--- src/hdl/sse_pkg.sv ---
// shared widths, codes, types and size table of the sprite scanline evaluator
// no dependencies
`default_nettype none

package sse_pkg;

    localparam int IDX_IN_W   = 7;
    localparam int Y_W        = 8;
    localparam int LINE_W     = 8;
    localparam int CNT_OUT_W  = 6;
    localparam int MODE_W     = 3;
    localparam int MAXL_W     = 6;
    localparam int SCNT_W     = 8;
    localparam int CFG_IDX_W  = 2;
    localparam int CFG_DATA_W = 8;
    localparam int SHIFT_W    = 2;

    localparam int SPRITE_COUNT_DEF = 128;
    localparam int LINE_LIMIT_DEF   = 32;

    // configuration register indexes
    localparam logic [CFG_IDX_W-1:0] CFG_SIZE_MODE    = 2'd0;
    localparam logic [CFG_IDX_W-1:0] CFG_MAX_PER_LINE = 2'd1;
    localparam logic [CFG_IDX_W-1:0] CFG_SCAN_COUNT   = 2'd2;

    localparam logic [MODE_W-1:0] SIZE_MODE_RST    = 3'd0;
    localparam logic [MAXL_W-1:0] MAX_PER_LINE_RST = 6'd32;
    localparam logic [SCNT_W-1:0] SCAN_COUNT_RST   = 8'd128;

    // item opcodes
    localparam logic OP_WRITE = 1'b0;
    localparam logic OP_EVAL  = 1'b1;

    // height shift per size mode, {small, large}
    localparam logic [SHIFT_W-1:0] SIZE_SHIFT_TAB [8][2] = '{
        '{2'd0, 2'd1}, '{2'd0, 2'd2}, '{2'd0, 2'd3}, '{2'd1, 2'd2},
        '{2'd1, 2'd3}, '{2'd2, 2'd3}, '{2'd0, 2'd0}, '{2'd0, 2'd0}
    };

    typedef struct packed {
        logic [MODE_W-1:0] size_mode;
        logic [MAXL_W-1:0] max_per_line;
        logic [SCNT_W-1:0] scan_count;
    } t_cfg;

    typedef struct packed {
        logic           big;
        logic [Y_W-1:0] top;
    } t_entry;

    typedef struct packed {
        logic [IDX_IN_W-1:0]  hit_index;
        logic                 hit;
        logic [CNT_OUT_W-1:0] hit_count;
        logic                 last;
    } t_result;

    // true when the sprite starting at top covers line
    function automatic logic covers(input logic [LINE_W-1:0] line, input logic [Y_W-1:0] top,
                                    input logic [MODE_W-1:0] mode, input logic big);
        logic [SHIFT_W-1:0] shift;
        logic [LINE_W-1:0]  gap;
        logic [LINE_W-1:0]  height;
        shift  = SIZE_SHIFT_TAB[mode][big];
        gap    = line - top;
        height = 8'd8 << shift;
        return gap < height;
    endfunction

endpackage

`default_nettype wire

--- src/hdl/sse_table.sv ---
// sprite table: one-write one-read synchronous memory with per-entry valid bits
// depends on sse_pkg
`default_nettype none

module sse_table #(
    parameter int SPRITE_COUNT = sse_pkg::SPRITE_COUNT_DEF
) (
    input  wire logic                          i_clk,
    input  wire logic                          i_rst_n,
    input  wire logic                          i_wr_en,
    input  wire logic [sse_pkg::IDX_IN_W-1:0]  i_wr_idx,
    input  wire sse_pkg::t_entry               i_wr_entry,
    input  wire logic                          i_rd_en,
    input  wire logic [$clog2(SPRITE_COUNT)-1:0] i_rd_idx,
    output sse_pkg::t_entry                    o_rd_entry
);

    localparam int IDX_W = $clog2(SPRITE_COUNT);
    localparam logic [sse_pkg::IDX_IN_W:0] SC_EXT = (sse_pkg::IDX_IN_W + 1)'(SPRITE_COUNT);

    sse_pkg::t_entry         r_mem [SPRITE_COUNT];
    sse_pkg::t_entry         r_rd_data;
    logic [SPRITE_COUNT-1:0] r_valid;
    logic                    r_rd_ok;
    logic                    wr_ok;
    logic [IDX_W-1:0]        wr_addr;

    // writes beyond the table are dropped
    assign wr_ok   = i_wr_en && ({1'b0, i_wr_idx} < SC_EXT);
    assign wr_addr = i_wr_idx[IDX_W-1:0];

    always_ff @(posedge i_clk) begin
        if (wr_ok) begin
            r_mem[wr_addr] <= i_wr_entry;
        end
        if (i_rd_en) begin
            r_rd_data <= r_mem[i_rd_idx];
        end
    end

    always_ff @(posedge i_clk) begin
        if (!i_rst_n) begin
            r_valid <= '0;
            r_rd_ok <= 1'b0;
        end else begin
            if (wr_ok) begin
                r_valid[wr_addr] <= 1'b1;
            end
            if (i_rd_en) begin
                r_rd_ok <= r_valid[i_rd_idx];
            end
        end
    end

    // never-written entries read as zero
    assign o_rd_entry = r_rd_ok ? r_rd_data : '0;

endmodule

`default_nettype wire

--- src/hdl/sse_scan.sv ---
// scan sequencer: walks the sprite table, tests each entry, holds one pending hit
// and drives the result register; depends on sse_pkg
`default_nettype none

module sse_scan #(
    parameter int SPRITE_COUNT = sse_pkg::SPRITE_COUNT_DEF,
    parameter int LINE_LIMIT   = sse_pkg::LINE_LIMIT_DEF
) (
    input  wire logic                            i_clk,
    input  wire logic                            i_rst_n,
    input  wire logic                            i_valid,
    output logic                                 o_stall,
    input  wire logic                            i_opcode,
    input  wire logic [sse_pkg::LINE_W-1:0]      i_scan_line,
    input  wire logic [sse_pkg::IDX_IN_W-1:0]    i_first_sprite,
    input  wire sse_pkg::t_cfg                   i_cfg,
    output logic                                 o_rd_en,
    output logic [$clog2(SPRITE_COUNT)-1:0]      o_rd_idx,
    input  wire sse_pkg::t_entry                 i_rd_entry,
    output logic                                 o_valid,
    input  wire logic                            i_stall,
    output sse_pkg::t_result                     o_result
);

    localparam int IDX_W  = $clog2(SPRITE_COUNT);
    localparam int LEFT_W = $clog2(SPRITE_COUNT + 1);
    localparam int HIT_W  = $clog2(LINE_LIMIT + 1);

    localparam logic [sse_pkg::IDX_IN_W:0]   SC_START = (sse_pkg::IDX_IN_W + 1)'(SPRITE_COUNT);
    localparam logic [sse_pkg::IDX_IN_W-1:0] SC_SUB   = sse_pkg::IDX_IN_W'(SPRITE_COUNT);
    localparam logic [sse_pkg::SCNT_W-1:0]   SC_CNT   = sse_pkg::SCNT_W'(SPRITE_COUNT);
    localparam logic [IDX_W-1:0]             IDX_LAST = IDX_W'(SPRITE_COUNT - 1);
    localparam logic [sse_pkg::MAXL_W:0]     LL_EXT   = (sse_pkg::MAXL_W + 1)'(LINE_LIMIT);

    localparam logic [1:0] ST_IDLE   = 2'd0;
    localparam logic [1:0] ST_REDUCE = 2'd1;
    localparam logic [1:0] ST_SCAN   = 2'd2;
    localparam logic [1:0] ST_FLUSH  = 2'd3;

    logic [1:0]                      r_state;
    logic [sse_pkg::LINE_W-1:0]      r_line;
    logic [sse_pkg::IDX_IN_W-1:0]    r_start;
    logic [IDX_W-1:0]                r_rd_idx;
    logic [LEFT_W-1:0]               r_left;
    logic [HIT_W-1:0]                r_limit;
    logic [HIT_W-1:0]                r_hits;
    logic                            r_b_vld;
    logic [IDX_W-1:0]                r_b_idx;
    logic                            r_p_vld;
    logic [IDX_W-1:0]                r_p_idx;
    logic [HIT_W-1:0]                r_p_cnt;
    logic                            r_o_vld;
    sse_pkg::t_result                r_o;

    logic                            hit_now;
    logic                            out_free;
    logic                            b_block;
    logic [HIT_W-1:0]                hits_inc;
    logic                            limit_reached;
    logic                            issue;
    logic                            push_mid;
    logic                            push_fin;
    logic                            eval_acc;
    logic                            reduce_more;
    logic [sse_pkg::MAXL_W:0]        lim_ext;
    logic [sse_pkg::MAXL_W:0]        lim_sat;
    logic [sse_pkg::SCNT_W-1:0]      cnt_sat;
    sse_pkg::t_result                n_o;

    assign eval_acc = (r_state == ST_IDLE) && i_valid && (i_opcode == sse_pkg::OP_EVAL);

    // per-evaluation limits
    assign lim_ext = {1'b0, (i_cfg.max_per_line == '0) ? sse_pkg::MAXL_W'(1) : i_cfg.max_per_line};
    assign lim_sat = (lim_ext > LL_EXT) ? LL_EXT : lim_ext;
    assign cnt_sat = (i_cfg.scan_count > SC_CNT) ? SC_CNT : i_cfg.scan_count;

    assign reduce_more = ({1'b0, r_start} >= SC_START);

    // test stage on the registered entry of the latest table read
    assign hit_now = r_b_vld && sse_pkg::covers(r_line, i_rd_entry.top, i_cfg.size_mode,
                                                i_rd_entry.big);
    assign out_free      = !r_o_vld || !i_stall;
    assign b_block       = hit_now && r_p_vld && !out_free;
    assign hits_inc      = r_hits + 1'b1;
    assign limit_reached = hit_now && (hits_inc >= r_limit);
    assign issue = (r_state == ST_SCAN) && !b_block && !limit_reached && (r_left != '0);

    assign push_mid = (r_state == ST_SCAN) && hit_now && r_p_vld && out_free;
    assign push_fin = (r_state == ST_FLUSH) && out_free;

    assign o_rd_en  = issue;
    assign o_rd_idx = r_rd_idx;
    assign o_stall  = (r_state != ST_IDLE);
    assign o_valid  = r_o_vld;
    assign o_result = r_o;

    always_comb begin
        n_o.hit_index = sse_pkg::IDX_IN_W'(r_p_idx);
        n_o.hit       = 1'b1;
        n_o.hit_count = sse_pkg::CNT_OUT_W'(r_p_cnt);
        n_o.last      = push_fin;
        if (push_fin && !r_p_vld) begin
            n_o.hit_index = '0;
            n_o.hit       = 1'b0;
            n_o.hit_count = '0;
        end
    end

    // control state
    always_ff @(posedge i_clk) begin
        if (!i_rst_n) begin
            r_state <= ST_IDLE;
            r_b_vld <= 1'b0;
            r_p_vld <= 1'b0;
            r_o_vld <= 1'b0;
        end else begin
            if (push_mid || push_fin) begin
                r_o_vld <= 1'b1;
            end else if (!i_stall) begin
                r_o_vld <= 1'b0;
            end
            case (r_state)
                ST_IDLE: begin
                    if (eval_acc) begin
                        r_b_vld <= 1'b0;
                        r_p_vld <= 1'b0;
                        r_state <= ST_REDUCE;
                    end
                end
                ST_REDUCE: begin
                    if (!reduce_more) begin
                        r_state <= ST_SCAN;
                    end
                end
                ST_SCAN: begin
                    if (!b_block) begin
                        r_b_vld <= issue;
                        if (hit_now) begin
                            r_p_vld <= 1'b1;
                        end
                        if (limit_reached || (r_left == '0)) begin
                            r_state <= ST_FLUSH;
                        end
                    end
                end
                ST_FLUSH: begin
                    if (out_free) begin
                        r_p_vld <= 1'b0;
                        r_state <= ST_IDLE;
                    end
                end
                default: begin
                    r_state <= ST_IDLE;
                end
            endcase
        end
    end

    // datapath registers
    always_ff @(posedge i_clk) begin
        if (push_mid || push_fin) begin
            r_o <= n_o;
        end
        case (r_state)
            ST_IDLE: begin
                if (eval_acc) begin
                    r_line  <= i_scan_line;
                    r_start <= i_first_sprite;
                    r_limit <= HIT_W'(lim_sat);
                    r_left  <= LEFT_W'(cnt_sat);
                    r_hits  <= '0;
                end
            end
            ST_REDUCE: begin
                if (reduce_more) begin
                    r_start <= r_start - SC_SUB;
                end else begin
                    r_rd_idx <= r_start[IDX_W-1:0];
                end
            end
            ST_SCAN: begin
                if (!b_block) begin
                    r_b_idx <= r_rd_idx;
                    if (issue) begin
                        r_rd_idx <= (r_rd_idx == IDX_LAST) ? '0 : r_rd_idx + 1'b1;
                        r_left   <= r_left - 1'b1;
                    end
                    if (hit_now) begin
                        r_hits  <= hits_inc;
                        r_p_idx <= r_b_idx;
                        r_p_cnt <= hits_inc;
                    end
                end
            end
            default: begin
            end
        endcase
    end

endmodule

`default_nettype wire

--- src/hdl/sprite_scanline_evaluator.sv ---
// top level of the sprite scanline evaluator: configuration registers, sprite
// table and scan sequencer; depends on sse_pkg, sse_table, sse_scan
//   input channel (i_valid / o_stall): a write item (opcode write) stores one
//   sprite's top line (y byte plus one) and size bit and gives no result. an
//   evaluate item tests one scanline against the table.
//   output channel (o_valid / i_stall): one item per hit, in scan order, with a
//   running hit count; the final item of an evaluation has o_last set. when no
//   sprite covers the line a single item with o_hit low is given.
//   busy period: an evaluation holds o_stall high until its final item is
//   registered, longer for each time first_sprite must be folded back below
//   SPRITE_COUNT and for any receiver stall. the table memory is read once per
//   cycle while the scan is not blocked; that single read port sets the pace.
//   a hit is not given out when the scan reaches it, since each hit is held
//   until the next one or the end of the scan decides its last flag.
//   receiver stall: the result register holds its item; the scan goes on until
//   a new hit meets a held pending hit, then waits. a finished final item may
//   still wait in the register while the next input item is accepted.
//   reset: registers return to size mode 0, 32 per line, 128 scanned; all table
//   entries read as zero until written (per-entry valid bits, no clearing pass).
//   configuration writes are taken on any cycle with i_cfg_we high.
`default_nettype none

module sprite_scanline_evaluator #(
    parameter int SPRITE_COUNT = sse_pkg::SPRITE_COUNT_DEF,
    parameter int LINE_LIMIT   = sse_pkg::LINE_LIMIT_DEF
) (
    input  wire logic                              i_clk,
    input  wire logic                              i_rst_n,
    // configuration write port
    input  wire logic                              i_cfg_we,
    input  wire logic [sse_pkg::CFG_IDX_W-1:0]     i_cfg_idx,
    input  wire logic [sse_pkg::CFG_DATA_W-1:0]    i_cfg_data,
    // input items
    input  wire logic                              i_valid,
    output logic                                   o_stall,
    input  wire logic                              i_opcode,
    input  wire logic [sse_pkg::IDX_IN_W-1:0]      i_sprite_index,
    input  wire logic [sse_pkg::Y_W-1:0]           i_y_byte,
    input  wire logic                              i_size_bit,
    input  wire logic [sse_pkg::LINE_W-1:0]        i_scan_line,
    input  wire logic [sse_pkg::IDX_IN_W-1:0]      i_first_sprite,
    // result items
    output logic                                   o_valid,
    input  wire logic                              i_stall,
    output logic [sse_pkg::IDX_IN_W-1:0]           o_hit_index,
    output logic                                   o_hit,
    output logic [sse_pkg::CNT_OUT_W-1:0]          o_hit_count,
    output logic                                   o_last
);

    localparam int IDX_W = $clog2(SPRITE_COUNT);

    sse_pkg::t_cfg    r_cfg;
    sse_pkg::t_entry  wr_entry;
    sse_pkg::t_entry  rd_entry;
    sse_pkg::t_result result;
    logic             wr_en;
    logic             rd_en;
    logic [IDX_W-1:0] rd_idx;

    // configuration registers, low bits of the data word
    always_ff @(posedge i_clk) begin
        if (!i_rst_n) begin
            r_cfg.size_mode    <= sse_pkg::SIZE_MODE_RST;
            r_cfg.max_per_line <= sse_pkg::MAX_PER_LINE_RST;
            r_cfg.scan_count   <= sse_pkg::SCAN_COUNT_RST;
        end else if (i_cfg_we) begin
            case (i_cfg_idx)
                sse_pkg::CFG_SIZE_MODE: begin
                    r_cfg.size_mode <= i_cfg_data[sse_pkg::MODE_W-1:0];
                end
                sse_pkg::CFG_MAX_PER_LINE: begin
                    r_cfg.max_per_line <= i_cfg_data[sse_pkg::MAXL_W-1:0];
                end
                sse_pkg::CFG_SCAN_COUNT: begin
                    r_cfg.scan_count <= i_cfg_data[sse_pkg::SCNT_W-1:0];
                end
                default: begin
                end
            endcase
        end
    end

    // a write item goes straight into the table at its accept edge
    assign wr_en        = i_valid && !o_stall && (i_opcode == sse_pkg::OP_WRITE);
    assign wr_entry.top = i_y_byte + 8'd1;
    assign wr_entry.big = i_size_bit;

    sse_table #(
        .SPRITE_COUNT (SPRITE_COUNT)
    ) u_table (
        .i_clk      (i_clk),
        .i_rst_n    (i_rst_n),
        .i_wr_en    (wr_en),
        .i_wr_idx   (i_sprite_index),
        .i_wr_entry (wr_entry),
        .i_rd_en    (rd_en),
        .i_rd_idx   (rd_idx),
        .o_rd_entry (rd_entry)
    );

    sse_scan #(
        .SPRITE_COUNT (SPRITE_COUNT),
        .LINE_LIMIT   (LINE_LIMIT)
    ) u_scan (
        .i_clk          (i_clk),
        .i_rst_n        (i_rst_n),
        .i_valid        (i_valid),
        .o_stall        (o_stall),
        .i_opcode       (i_opcode),
        .i_scan_line    (i_scan_line),
        .i_first_sprite (i_first_sprite),
        .i_cfg          (r_cfg),
        .o_rd_en        (rd_en),
        .o_rd_idx       (rd_idx),
        .i_rd_entry     (rd_entry),
        .o_valid        (o_valid),
        .i_stall        (i_stall),
        .o_result       (result)
    );

    assign o_hit_index = result.hit_index;
    assign o_hit       = result.hit;
    assign o_hit_count = result.hit_count;
    assign o_last      = result.last;

endmodule

`default_nettype wire

--- config.mk ---
export PLATFORM = sky130hd
export DESIGN_NAME = sprite_scanline_evaluator
export DESIGN_NICKNAME = d
export VERILOG_FILES = /design/src/hdl/sse_pkg.sv /design/src/hdl/sse_table.sv /design/src/hdl/sse_scan.sv /design/src/hdl/sprite_scanline_evaluator.sv
export SDC_FILE = /design/constraint.sdc
export NUM_CORES = 2
export LEC_CHECK = 0
export ABC_AREA = 1
export BUFFER_PORTS_ARGS = -buffer_cell sky130_fd_sc_hd__buf_2
export CAP_MARGIN = 20
export CORE_MARGIN = 2
export CORE_UTILIZATION = 30
export CTS_CLUSTER_DIAMETER = 60
export DETAILED_ROUTE_END_ITERATION = 10
export PLACE_DENSITY_LB_ADDON = 0.2
export SLEW_MARGIN = 20
export SYNTH_ARGS = -nofsm -noshare
export SYNTH_HDL_FRONTEND = slang
export SYNTH_HIERARCHICAL = 1
export SYNTH_SLANG_ARGS = --single-unit
--- constraint.sdc ---
create_clock -name i_clk -period 9.6 [get_ports i_clk]
set_clock_uncertainty 0.05 [all_clocks]
set_input_delay 1.44 -clock i_clk [delete_from_list [all_inputs] [get_ports i_clk]]
set_output_delay 1.44 -clock i_clk [all_outputs]
set_load 0.03 [all_outputs]
==> qor.csv <==
metric;value;unit
status;completed;
number of port buffers;63;
1st-pass router iterations;5;
Die Ht;437;µm
depth of the worst hold-timing path;0;
Crit path max-delay family;buffers and inverters;
yosys synthesis warning count;6;
startpoint type of the worst setup path;flop;
Synth Register Bits;1389;
non-filler cells, final;7568;
routed via count divided by cell count;5.00;
type of the worst setup path;flop to flop;
number of standard cells after synthesis;4981;
clock tree root driver cell;sky130_fd_sc_hd__clkbuf_16;
area enclosed by the die boundary;191000;µm²
Placed Instances;7285;
post-synthesis cell type count;44;
M1 GR Usage;0.243;
Crit path arrival time;5.18;ns
mean area per synthesized cell;11.3;µm²
largest net degree at the start of global routing;210;
TritonCTS clock tree;yes;
number of resized instances in the post-cts repair step;0;
slew margin rel.;0.287;
die outline width;437;µm
Final min period;4.61;ns
Finish-stage setup viols;0;
synthesized net count;5054;
number of nets at the end of the flow;5014;
proportion of layout cells with a drive suffix above 1;0.0777;
Crit path largest cell delay;0.72;ns
cell area after technology mapping;56300;µm²
post-route ant nets;0;
wire length reported by the detailed router;171000;µm
HPWL Detailed;99100;µm
Synth top area share;0.660;
std cell rows;159;
core occupancy in the finished layout;0.342;
leakage power;21.5;nW
Pwr per Cell Area;280;nW/µm²
Primary FF master, synth;sky130_fd_sc_hd__edfxtp_1;
Critical-path top delay cell;sky130_fd_sc_hd__buf_4;
hold endpoint;u_scan/r_p_idx[6]$_DFFE_PP_;
library cell occupying the most area in the post-synthesis netlist;sky130_fd_sc_hd__edfxtp_1;
CP max FO;195;
IO Pins;64;
most area-consuming cells after synthesis;sky130_fd_sc_hd__edfxtp_1, sky130_fd_sc_hd__nor2_1, sky130_fd_sc_hd__dfxtp_1;
number of hold violations in the final report;0;
endpoint of the worst-slack reg-to-reg timing path;u_table/r_rd_data[8]$_DFFE_PP_;
global placer's final weighted congestion;0.828;
first-pass GRT wire length;251000;µm
ordered list of cells on the worst path;buf_4 -> inv_16 -> buf_12 -> buf_4 -> o21ai_0 -> o22ai_1 -> nand2_1 -> nand3_1 -> nand2_1 -> nand2_1 -> nand3_1 -> nand2_1 -> nand2_1 -> nand2_1;
required time of the worst setup path;10.17;ns
Filler Cells Inserted;18600;
Worst Setup End Kind;flop;
count of vias placed by the detailed router;37800;
R2R depth;14;
initial antenna violation count;7;
met2 usage in global routing;0.282;
startpoint of the worst register-to-register path;u_scan/o_rd_idx[0]$_DFFE_PP_;
global routing's busiest layer;met2;
hold path startpoint;u_scan/r_b_idx[6]$_DFFE_PP_;
cts bufs inserted;148;
met3 layer usage reported by global route;0.0266;
via count of the first global-routing pass;37000;
maximum clock rate;0.217;GHz
Max clock buf depth;3;
Worst VDD drop;0.000184;V
Syn-to-layout area delta;13.7;%
most frequent cells after synthesis;sky130_fd_sc_hd__edfxtp_1, sky130_fd_sc_hd__nor2_1, sky130_fd_sc_hd__nand2_1;
clock latency of the later-clocked register in the worst-skew pair;0.80;ns
deepest level of the CTS H-tree;4;
max capacitance violation total;0;
share of synthesized flip-flops with an asynchronous set or reset;0;
remaining design rule violation count;0;
initial standard-cell utilization of the core;0.301;
EDFF count, synth;1238;
overall track demand over capacity in global routing;0.176;
sequential element share of the synthesized area;0.714;
number of buffers inserted to repair setup after CTS;0;
period utilisation layout;0.481;
final setup margin;4.99;ns
aggregate negative setup slack;0;ns
most used cell, CP;sky130_fd_sc_hd__nand2_1;
average wire per cell in the routed design;22.6;µm
class of the tightest hold or removal check;flop to flop;
clock transition at the register clock pins on the worst setup and hold paths after CTS;0.06;ns
number of sinks handled by clock tree synthesis;1389;
slack of the worst reg-to-reg path;4.99;ns
cts hold-fix bufs;0;
iteration-0 DRC count of the detailed router;3696;
grt ovf;0;
most repeated cell in the gate-level netlist after synthesis;sky130_fd_sc_hd__edfxtp_1;
placement-stage worst setup slack;4.75;ns
RSZ-0062 raised after global routing;no;
slew at the pin closest to its max-slew limit;1.07;ns
Core Region;187000;µm²
final-report max-slew violation count;0;
buffers plus inverters on the worst setup path;4;
-- per-stage QoR --
stage	hold WS, ns	cell area, µm²	power, mW
6_report	0.362	64000	17.9
5_1_grt	0.370	64000	18.8
4_1_cts	0.362	64000	18.1
3_5_place_dp	0.355	59000	12.2
3_3_place_gp	0.354	59000	12.2
2_1_floorplan	0.350	56300	10.3
-- cell type report --
type,count,area (µm²),area share
antenna,5,12.5,0.000195
clock buffer,207,4220,0.0659
clock inverter,70,786,0.0123
inverter,157,627,0.00979
multi-input combinational,3123,14200,0.222
sequential,1389,40200,0.628
tap,2495,3120,0.0488
timing repair buffer,122,823,0.0129
-- how the worst max path moves through the flow --
stage / start / end / slack, ns / depth (start not counted)
6_report: u_scan/o_rd_idx[0]$_DFFE_PP_ / u_table/r_rd_data[8]$_DFFE_PP_ / 4.99 / 14
5_1_grt: u_scan/o_rd_idx[0]$_DFFE_PP_ / u_table/r_rd_data[8]$_DFFE_PP_ / 4.77 / 14
4_1_cts: u_scan/o_rd_idx[0]$_DFFE_PP_ / u_table/r_rd_data[8]$_DFFE_PP_ / 5.13 / 14
3_5_place_dp: i_opcode / u_table/r_mem[70][0]$_DFFE_PP_ / 4.75 / 7
3_3_place_gp: i_opcode / u_table/r_mem[70][1]$_DFFE_PP_ / 4.26 / 7
2_1_floorplan: i_y_byte[0] / u_table/r_mem[0][3]$_DFFE_PP_ / 2.17 / 3
-- registers in the layout, summed over array words and instances (netlist names), 2 cells and up --
| signal | count |
|---|---|
| u_table/r_mem | 1152 |
| u_table/r_valid | 128 |
| r_cfg | 17 |
| u_scan/o_result | 15 |
| u_table/r_rd_data | 9 |
| u_scan/r_left | 8 |
| u_scan/r_line | 8 |
| u_scan/o_rd_idx | 7 |
| u_scan/r_b_idx | 7 |
| u_scan/r_p_idx | 7 |
| u_scan/r_start | 7 |
| u_scan/r_hits | 6 |
| u_scan/r_limit | 6 |
| u_scan/r_p_cnt | 6 |
| u_scan/r_state | 2 |
-- power by group --
part	switching [mW]	total, mW	internal (mW)
Combinational	3.91	5.20	1.29
Sequential	0.0599	6.84	6.78
Clock	2.42	5.91	3.49
-- metal layers --
metal / up-vias / part of all wire
met2: 1187 / 0.47
met5: - / 0
met3: 240 / 0.054
li1: 17500 / -
met1: 18900 / 0.45
met4: 0 / 0.028
-- cells in the final DEF, fill, tap and decap left out, types with 3 or more instances in the layout --
master,n
sky130_fd_sc_hd__inv_1,141
sky130_fd_sc_hd__clkinv_1,21
sky130_fd_sc_hd__nor2_1,1059
sky130_fd_sc_hd__clkinv_2,26
sky130_fd_sc_hd__a21oi_2,3
sky130_fd_sc_hd__o22ai_1,289
sky130_fd_sc_hd__buf_12,5
sky130_fd_sc_hd__nand2_2,8
sky130_fd_sc_hd__nor2_2,6
sky130_fd_sc_hd__buf_2,62
sky130_fd_sc_hd__o21ai_0,592
sky130_fd_sc_hd__edfxtp_1,1238
sky130_fd_sc_hd__nor3_1,13
sky130_fd_sc_hd__bufinv_16,15
sky130_fd_sc_hd__xor2_4,3
sky130_fd_sc_hd__nand4_1,5
sky130_fd_sc_hd__nand3b_1,3
sky130_fd_sc_hd__inv_6,10
sky130_fd_sc_hd__xor2_1,10
sky130_fd_sc_hd__nand3_1,327
sky130_fd_sc_hd__xnor2_1,5
sky130_fd_sc_hd__buf_4,55
sky130_fd_sc_hd__dfxtp_1,151
sky130_fd_sc_hd__diode_2,5
sky130_fd_sc_hd__nand2_4,4
sky130_fd_sc_hd__clkbuf_8,19
sky130_fd_sc_hd__clkbuf_16,153
sky130_fd_sc_hd__ha_1,25
sky130_fd_sc_hd__a21oi_1,11
sky130_fd_sc_hd__nand2_1,739
sky130_fd_sc_hd__clkbuf_1,35
sky130_fd_sc_hd__nand3_2,3
sky130_fd_sc_hd__inv_2,5
-- cell families after synthesis --
family,synth area share
AND/OR/NAND/NOR,0.155
flip-flops,0.714
AO/OA/AOI/OAI,0.0877
buffers and inverters,0.0355
adder cells (fa/ha/maj),0.00577
XOR/XNOR,0.00280
-- worst reg2reg max path: stages, from the launching register on --
cell                       delay (ns)
sky130_fd_sc_hd__edfxtp_1        0.35
sky130_fd_sc_hd__buf_4           0.36
sky130_fd_sc_hd__inv_16          0.55
sky130_fd_sc_hd__buf_12          0.62
sky130_fd_sc_hd__buf_4           1.03
sky130_fd_sc_hd__o21ai_0         0.29
sky130_fd_sc_hd__o22ai_1         0.20
sky130_fd_sc_hd__nand2_1         0.07
sky130_fd_sc_hd__nand3_1         0.12
sky130_fd_sc_hd__nand2_1         0.24
sky130_fd_sc_hd__nand2_1         0.15
sky130_fd_sc_hd__nand3_1         0.09
sky130_fd_sc_hd__nand2_1         0.09
sky130_fd_sc_hd__nand2_1         0.05
sky130_fd_sc_hd__nand2_1         0.18
Power figures use the tool's default switching activity.
